[config.mk]
export PLATFORM = sky130hd
export DESIGN_NAME = lru_key_value_cache
export DESIGN_NICKNAME = d
export VERILOG_FILES = /design/src/lkvc_pkg.sv /design/src/lkvc_ctrl.sv /design/src/lkvc_datapath.sv /design/src/lru_key_value_cache.sv
export SDC_FILE = /design/constraint.sdc
export NUM_CORES = 2
export LEC_CHECK = 0
export BUFFER_PORTS_ARGS = -buffer_cell sky130_fd_sc_hd__buf_4
export CAP_MARGIN = 20
export CORE_UTILIZATION = 40
export CTS_CLUSTER_SIZE = 28
export DETAILED_ROUTE_END_ITERATION = 10
export PLACE_DENSITY = 0.55
export SYNTH_ARGS = -nofsm -noshare
export SYNTH_HDL_FRONTEND = slang
export SYNTH_SLANG_ARGS = --single-unit
[constraint.sdc]
create_clock -name clk -period 6.4 [get_ports clk]
set_clock_uncertainty 0.2 [all_clocks]
set_input_delay 1.28 -clock clk [delete_from_list [all_inputs] [get_ports clk]]
set_output_delay 1.28 -clock clk [all_outputs]
set_load 0.02 [all_outputs]
[src/lkvc_pkg.sv]
package lkvc_pkg;

  localparam int DATA_W = 32;
  localparam int CAP_W  = 5;

  localparam logic [CAP_W-1:0] CAP_RESET = 5'd16;

  localparam logic OP_GET = 1'b0;
  localparam logic OP_PUT = 1'b1;

  typedef struct packed {
    logic capture;  // latch the accepted item
    logic lookup;   // register match, victim and hit rank
    logic update;   // apply table changes and load the result
  } cmd_t;

endpackage

[src/lkvc_ctrl.sv]
module lkvc_ctrl import lkvc_pkg::*; (
  input  logic clk,
  input  logic rst,
  input  logic in_valid,
  output logic in_ready,
  output logic out_valid,
  input  logic out_ready,
  output cmd_t cmd
);

  localparam logic [1:0] ST_IDLE   = 2'd0;
  localparam logic [1:0] ST_LOOKUP = 2'd1;
  localparam logic [1:0] ST_UPDATE = 2'd2;
  localparam logic [1:0] ST_RESP   = 2'd3;

  logic [1:0] state;
  logic [1:0] state_next;

  assign in_ready    = (state == ST_IDLE);
  assign out_valid   = (state == ST_RESP);
  assign cmd.capture = in_valid && in_ready;
  assign cmd.lookup  = (state == ST_LOOKUP);
  assign cmd.update  = (state == ST_UPDATE);

  always_comb begin
    state_next = state;
    unique case (state)
      ST_IDLE:   if (in_valid) state_next = ST_LOOKUP;
      ST_LOOKUP: state_next = ST_UPDATE;
      ST_UPDATE: state_next = ST_RESP;
      ST_RESP:   if (out_ready) state_next = ST_IDLE;
      default:   state_next = ST_IDLE;
    endcase
  end

  always_ff @(posedge clk) begin
    if (rst) begin
      state <= ST_IDLE;
    end else begin
      state <= state_next;
    end
  end

endmodule

[src/lkvc_datapath.sv]
module lkvc_datapath import lkvc_pkg::*; #(
  parameter int MAX_ENTRIES = 16
) (
  input  logic                     clk,
  input  logic                     rst,
  input  cmd_t                     cmd,
  input  logic                     op,
  input  logic signed [DATA_W-1:0] lookup_key,
  input  logic signed [DATA_W-1:0] write_value,
  input  logic                     cfg_we,
  input  logic        [CAP_W-1:0]  cfg_wdata,
  output logic                     hit,
  output logic signed [DATA_W-1:0] read_value,
  output logic                     evicted
);

  localparam int IW = (MAX_ENTRIES > 1) ? $clog2(MAX_ENTRIES) : 1;
  localparam int RW = IW;
  localparam int CW = $clog2(MAX_ENTRIES + 1);
  localparam int EW = (CW > CAP_W) ? CW : CAP_W;
  localparam logic [EW-1:0] MAX_EXT = EW'(MAX_ENTRIES);

  // table state
  logic [MAX_ENTRIES-1:0]   valid;
  logic signed [DATA_W-1:0] keys    [MAX_ENTRIES];
  logic [RW-1:0]            rank    [MAX_ENTRIES];
  logic signed [DATA_W-1:0] val_mem [MAX_ENTRIES];
  logic [CW-1:0]            count;
  logic [CW-1:0]            count_next;
  logic [CAP_W-1:0]         capacity;

  // latched item
  logic                     req_op;
  logic signed [DATA_W-1:0] req_key;
  logic signed [DATA_W-1:0] req_val;

  // lookup results
  logic          lk_hit;
  logic [IW-1:0] lk_idx;
  logic [RW-1:0] lk_rank;
  logic          lk_evict;
  logic [IW-1:0] lk_victim;

  // result registers
  logic                     hit_r;
  logic                     ev_r;
  logic                     get_hit_r;
  logic signed [DATA_W-1:0] val_rdata;

  logic [MAX_ENTRIES-1:0] match_vec;
  logic [MAX_ENTRIES-1:0] victim_vec;
  logic [IW-1:0]          match_idx;
  logic [IW-1:0]          victim_idx;
  logic [RW-1:0]          cnt_m1;
  logic [EW-1:0]          eff_cap;
  logic                   full;

  logic [MAX_ENTRIES-1:0] valid_after;
  logic [MAX_ENTRIES-1:0] valid_next;
  logic [IW-1:0]          free_idx;
  logic                   free_any;
  logic                   insert;
  logic                   val_we;
  logic [IW-1:0]          val_waddr;

  always_ff @(posedge clk) begin
    if (rst) begin
      capacity <= CAP_RESET;
    end else if (cfg_we) begin
      capacity <= cfg_wdata;
    end
  end

  always_ff @(posedge clk) begin
    if (cmd.capture) begin
      req_op  <= op;
      req_key <= lookup_key;
      req_val <= write_value;
    end
  end

  // Valid ranks are always 0..count-1, so the least recent entry is the one
  // ranked count-1.
  assign cnt_m1 = RW'(count - CW'(1));

  always_comb begin
    match_idx  = '0;
    victim_idx = '0;
    for (int i = 0; i < MAX_ENTRIES; i++) begin
      match_vec[i]  = valid[i] && (keys[i] == req_key);
      victim_vec[i] = valid[i] && (rank[i] == cnt_m1);
    end
    for (int i = MAX_ENTRIES - 1; i >= 0; i--) begin
      if (match_vec[i]) match_idx = IW'(i);
      if (victim_vec[i]) victim_idx = IW'(i);
    end
  end

  always_comb begin
    eff_cap = EW'(capacity);
    if (capacity == '0) eff_cap = EW'(1);
    if (eff_cap > MAX_EXT) eff_cap = MAX_EXT;
  end

  assign full = (EW'(count) >= eff_cap);

  always_ff @(posedge clk) begin
    if (cmd.lookup) begin
      lk_hit    <= |match_vec;
      lk_idx    <= match_idx;
      lk_rank   <= rank[match_idx];
      lk_evict  <= (req_op == OP_PUT) && !(|match_vec) && full && (|victim_vec);
      lk_victim <= victim_idx;
    end
  end

  always_comb begin
    valid_after = valid;
    if (lk_evict) valid_after[lk_victim] = 1'b0;
    free_idx = '0;
    free_any = 1'b0;
    for (int i = MAX_ENTRIES - 1; i >= 0; i--) begin
      if (!valid_after[i]) begin
        free_idx = IW'(i);
        free_any = 1'b1;
      end
    end
    valid_next = valid_after;
    if (insert) valid_next[free_idx] = 1'b1;
  end

  assign insert     = (req_op == OP_PUT) && !lk_hit && free_any;
  assign val_we     = cmd.update && ((lk_hit && (req_op == OP_PUT)) || insert);
  assign val_waddr  = lk_hit ? lk_idx : free_idx;
  assign count_next = count - CW'(lk_evict) + CW'(insert);

  always_ff @(posedge clk) begin
    if (rst) begin
      valid <= '0;
      count <= '0;
    end else if (cmd.update) begin
      valid <= valid_next;
      count <= count_next;
    end
  end

  always_ff @(posedge clk) begin
    if (cmd.update) begin
      for (int i = 0; i < MAX_ENTRIES; i++) begin
        if (lk_hit) begin
          if (IW'(i) == lk_idx) rank[i] <= '0;
          else if (valid[i] && (rank[i] < lk_rank)) rank[i] <= rank[i] + RW'(1);
        end else if (insert) begin
          if (IW'(i) == free_idx) rank[i] <= '0;
          else if (valid_after[i]) rank[i] <= rank[i] + RW'(1);
        end
      end
      if (insert) keys[free_idx] <= req_key;
    end
  end

  always_ff @(posedge clk) begin
    if (val_we) val_mem[val_waddr] <= req_val;
  end

  always_ff @(posedge clk) begin
    if (cmd.update) val_rdata <= val_mem[lk_idx];
  end

  always_ff @(posedge clk) begin
    if (cmd.update) begin
      hit_r     <= lk_hit;
      ev_r      <= lk_evict;
      get_hit_r <= lk_hit && (req_op == OP_GET);
    end
  end

  assign hit        = hit_r;
  assign evicted    = ev_r;
  assign read_value = get_hit_r ? val_rdata : '0;

endmodule

[src/lru_key_value_cache.sv]
// Flow: an accepted item passes through the lookup and update states, after
// which out_valid rises. The controller holds a single item from accept until
// its result is taken, so no new item is accepted in the meantime.
// Reset (rst, synchronous): all entries invalid, entry count zero, capacity 16,
// controller idle. Key and value storage is not cleared.
module lru_key_value_cache import lkvc_pkg::*; #(
  parameter int MAX_ENTRIES = 16
) (
  input  logic                     clk,
  input  logic                     rst,
  input  logic                     in_valid,
  output logic                     in_ready,
  input  logic                     op,
  input  logic signed [DATA_W-1:0] lookup_key,
  input  logic signed [DATA_W-1:0] write_value,
  output logic                     out_valid,
  input  logic                     out_ready,
  output logic                     hit,
  output logic signed [DATA_W-1:0] read_value,
  output logic                     evicted,
  input  logic                     cfg_we,
  input  logic        [CAP_W-1:0]  cfg_wdata
);

  cmd_t cmd;

  lkvc_ctrl u_ctrl (
    .clk       (clk),
    .rst       (rst),
    .in_valid  (in_valid),
    .in_ready  (in_ready),
    .out_valid (out_valid),
    .out_ready (out_ready),
    .cmd       (cmd)
  );

  lkvc_datapath #(
    .MAX_ENTRIES (MAX_ENTRIES)
  ) u_dp (
    .clk         (clk),
    .rst         (rst),
    .cmd         (cmd),
    .op          (op),
    .lookup_key  (lookup_key),
    .write_value (write_value),
    .cfg_we      (cfg_we),
    .cfg_wdata   (cfg_wdata),
    .hit         (hit),
    .read_value  (read_value),
    .evicted     (evicted)
  );

endmodule

==> metrics <==
result of the run finished, final reports clean; number of failing setup endpoints in the final timing report 0; DRT antenna net count 0; area of the mapped netlist 54,200 um2; clk sink count 1,230; slowest stage cell on the critical path sky130_fd_sc_hd__nor2_4; setup repair after global routing missed its margin false; maximum resistive drop on vdd around 0.27 mV; final routed wirelength across all metal layers between 100 and 150 mm; H-Tree Level Count 4; standard-cell rows 134; setup bufs post-CTS 0; post-DP HPWL 91.7 mm; post-CTS clock slew at the launch and capture registers of the worst setup and hold paths roughly 60 ps; drt via density 5.64; number of flops mapped to enable cells by yosys 1,202; final number of max-transition violations 0; area leader, netlist sky130_fd_sc_hd__edfxtp_1; Met1 Routed Length ~70 mm; count of cell types in the netlist 80; Power Dens Cells 364 nW/um2; number of placed I/O pins around 110; number of antenna violations at the first check in global routing 6; total nets after synthesis 3,499; FF+latch count, synth ~1,200; detailed-route wire length per cell 26.8 um; layout cell share with drive strength beyond 1 17.6%; Clock Path Buffers 3; clk_lat worst skew ~780 ps; Worst setup EP type flip-flop; Worst Max-Slew Pin Slew 1110 ps; syn_area_per_cell 16.2 um2; drc violations 0; antenna fix cells 0; number of port buffers 110; highest routed metal layer met4; vertical die dimension 370 um; final worst path period share ~85%; number of buffers added by the clock tree synthesis step 135; sequence of cells on the critical path nand3_1 > o31ai_1 > o21bai_1 > a21boi_0 > o21ai_0 > a21oi_1 > o21ai_0 > a21boi_0 > a221oi_2 > nand2_1 > nor2_4 > buf_4; count of instances resized after the clock tree is built 0; fill cell count 11,600; synthesis-to-layout area growth 14.3%; all-layer global routing usage between 20 and 25%; total number of nets in the final design 3,735; kind of start point of the critical path flip-flop; leakage power summed over all cells 20.0 nW; first-pass GRT wire length 212 mm; arrival time reported for the critical path endpoint between 5000 and 6000 ps; highest attainable clock frequency 0.184 GHz; total length of routed met3 wires around 9 mm; CTS hold repair buffers 0; floorplan die area 137,000 um2; area share of the largest cell type after synthesis roughly two thirds; worst min-delay path class flip-flop to flip-flop; Pre-antenna DRT Iters 6; root buffer cell sky130_fd_sc_hd__clkbuf_16; main flop type after synthesis sky130_fd_sc_hd__edfxtp_1; critical setup path kind flip-flop to flip-flop; Synthesis Warnings 0; die width between 300 and 400 um; number of failing hold endpoints at the final stage 0; # Max-Cap Violations 0; critical path required time 6670 ps; sequential area share after synthesis between 60% and 70%; final estimated routing congestion in global placement about 0.91; TritonCTS clock tree yes; 1st-iter DRT viols 3,167; highest fanout seen on the critical path 24; instance count of the mapped netlist 3,342; worst max-slew margin expressed relative to the limit between 20 and 30%; fraction of registers with async set or reset after synthesis 0%; accumulated negative setup slack 0 ps; Met2 Wirelength about 66 mm; end-of-flow core utilization between 40% and 50%; via count a little over 30,000; largest net degree at the start of global routing 132; Initial Utilization 40.5%; largest cells by area after synthesis sky130_fd_sc_hd__edfxtp_1, sky130_fd_sc_hd__mux4_2, sky130_fd_sc_hd__xor2_1; sum of overflow across all layers after global routing 0; final critical delay including setup and external delays around 5400 ps; delay contributed by the slowest stage of the critical path about 960 ps; core box area 134,000 um2; number of global-route vias before repair between 30,000 and 40,000
final timing paths:
check,from,end,slack [ps],depth (start not counted)
max reg2reg,u_dp.lk_evict$_DFFE_PN_,u_dp.val_mem[14][27]$_DFFE_PP_,950,12
max,u_dp.lk_evict$_DFFE_PN_,u_dp.val_mem[14][27]$_DFFE_PP_,950,12
min reg2reg,u_dp.count[4]$_SDFFE_PP0P_,u_dp.count[4]$_SDFFE_PP0P_,340,2
min,u_dp.count[4]$_SDFFE_PP0P_,u_dp.count[4]$_SDFFE_PP0P_,340,2
layout by cell type (no fill, tap or decap), drive strengths merged, types with 45 or more instances in the layout:
cell and n:
xor2 381, inv 50, buf 234, mux4 160, nor3 60, xnor2 229
nor4 154, nand4 94, edfxtp 1202, clkinv 46, ha 81, nand2 71
nand3 84, clkbuf 174, o21ai 45, nor2 141
area by class of cell:
cell class                      count  area, um2  area share (%)
Clock buffer                      174       3620            5.84
Clock inverter                     68        722            1.17
Inverter                           43        161           0.261
Multi-Input combinational cell   1934      16700            27.0
Sequential cell                  1230      36700            59.2
Tap cell                         1768       2210            3.57
Timing Repair Buffer              234       1830            2.96
synthesized netlist by cell type, types with 22 or more instances:
cell / n
sky130_fd_sc_hd__nand2b_1: 44
sky130_fd_sc_hd__ha_1: 81
sky130_fd_sc_hd__o21a_1: 22
sky130_fd_sc_hd__mux4_2: 160
sky130_fd_sc_hd__edfxtp_1: 1202
sky130_fd_sc_hd__nor2b_1: 43
sky130_fd_sc_hd__xor2_1: 381
sky130_fd_sc_hd__nand4_1: 94
sky130_fd_sc_hd__nor2_1: 141
sky130_fd_sc_hd__buf_6: 27
sky130_fd_sc_hd__inv_1: 43
sky130_fd_sc_hd__nor3_1: 60
sky130_fd_sc_hd__mux2i_1: 33
sky130_fd_sc_hd__a21oi_1: 36
sky130_fd_sc_hd__nand3_1: 83
sky130_fd_sc_hd__o21ai_0: 37
sky130_fd_sc_hd__dfxtp_1: 28
sky130_fd_sc_hd__clkbuf_1: 53
sky130_fd_sc_hd__nand2_1: 71
sky130_fd_sc_hd__buf_2: 25
sky130_fd_sc_hd__and2_1: 37
sky130_fd_sc_hd__nor4_1: 149
sky130_fd_sc_hd__xnor2_1: 229
power breakdown:
group | leakage, nW | internal [mW] | switching [mW]
registers | 11.1 | 9.64 | 0.593
clock network | 2.11 | 4.43 | 3.24
logic | 6.78 | 1.78 | 2.86
total | 20.0 | 15.9 | 6.69
logic make-up (layout without fill, tap and decap cells):
| kind of cell | count (synthesis) | after routing | share of synthesized area [%] |
|---|---|---|---|
| DFF | 1230 | 1230 | 67.6 |
| and+or+nand+nor | 832 | 832 | 8.68 |
| xor gates and xnor gates | 610 | 610 | 9.86 |
| AOI/OAI and AO/OA | 214 | 214 | 2.78 |
| muxes | 196 | 196 | 7.32 |
| buffers and inverters | 178 | 519 | 1.84 |
| adders and majority gates | 82 | 82 | 1.91 |
per-stage QoR:
step	hold WS, ps	total power [mW]	worst slack (ps)	instances	cell area (um2)
finish	335	22.6	954	5451	62000
global route	355	23.4	588	5451	62000
CTS	336	22.7	978	5450	61900
detailed placement	309	15.1	1000	5208	57600
global placement	301	15.0	1010	5208	57600
floorplan	249	13.2	1210	3342	54200
flip-flops by register name, summed over array words and instances (netlist names), 2 cells and up:
name,flops
u_dp.count,5
u_dp.valid,16
u_dp.keys,512
u_dp.capacity,5
u_dp.req_val,32
u_ctrl.state,2
u_dp.lk_victim,4
u_dp.val_mem,512
u_dp.req_key,32
u_dp.lk_idx,4
u_dp.lk_rank,4
u_dp.val_rdata,32
u_dp.rank,64
routing by layer:
layer / vias to the layer above / GRT usage [%]
met1: 16000 / 32.1
met2: 1059 / 32.3
met3: 202 / 3.50
li1: 13500 / -
met4: 0 / 5.82
met5: - / 0
critical path, delay by kind of cell (launching register included):
family,cells,cell delay (ps)
simple gates,3,1770
buf+inv,1,340
flops,1,520
compound gates,8,2280
(Power assumes the default switching activity.)
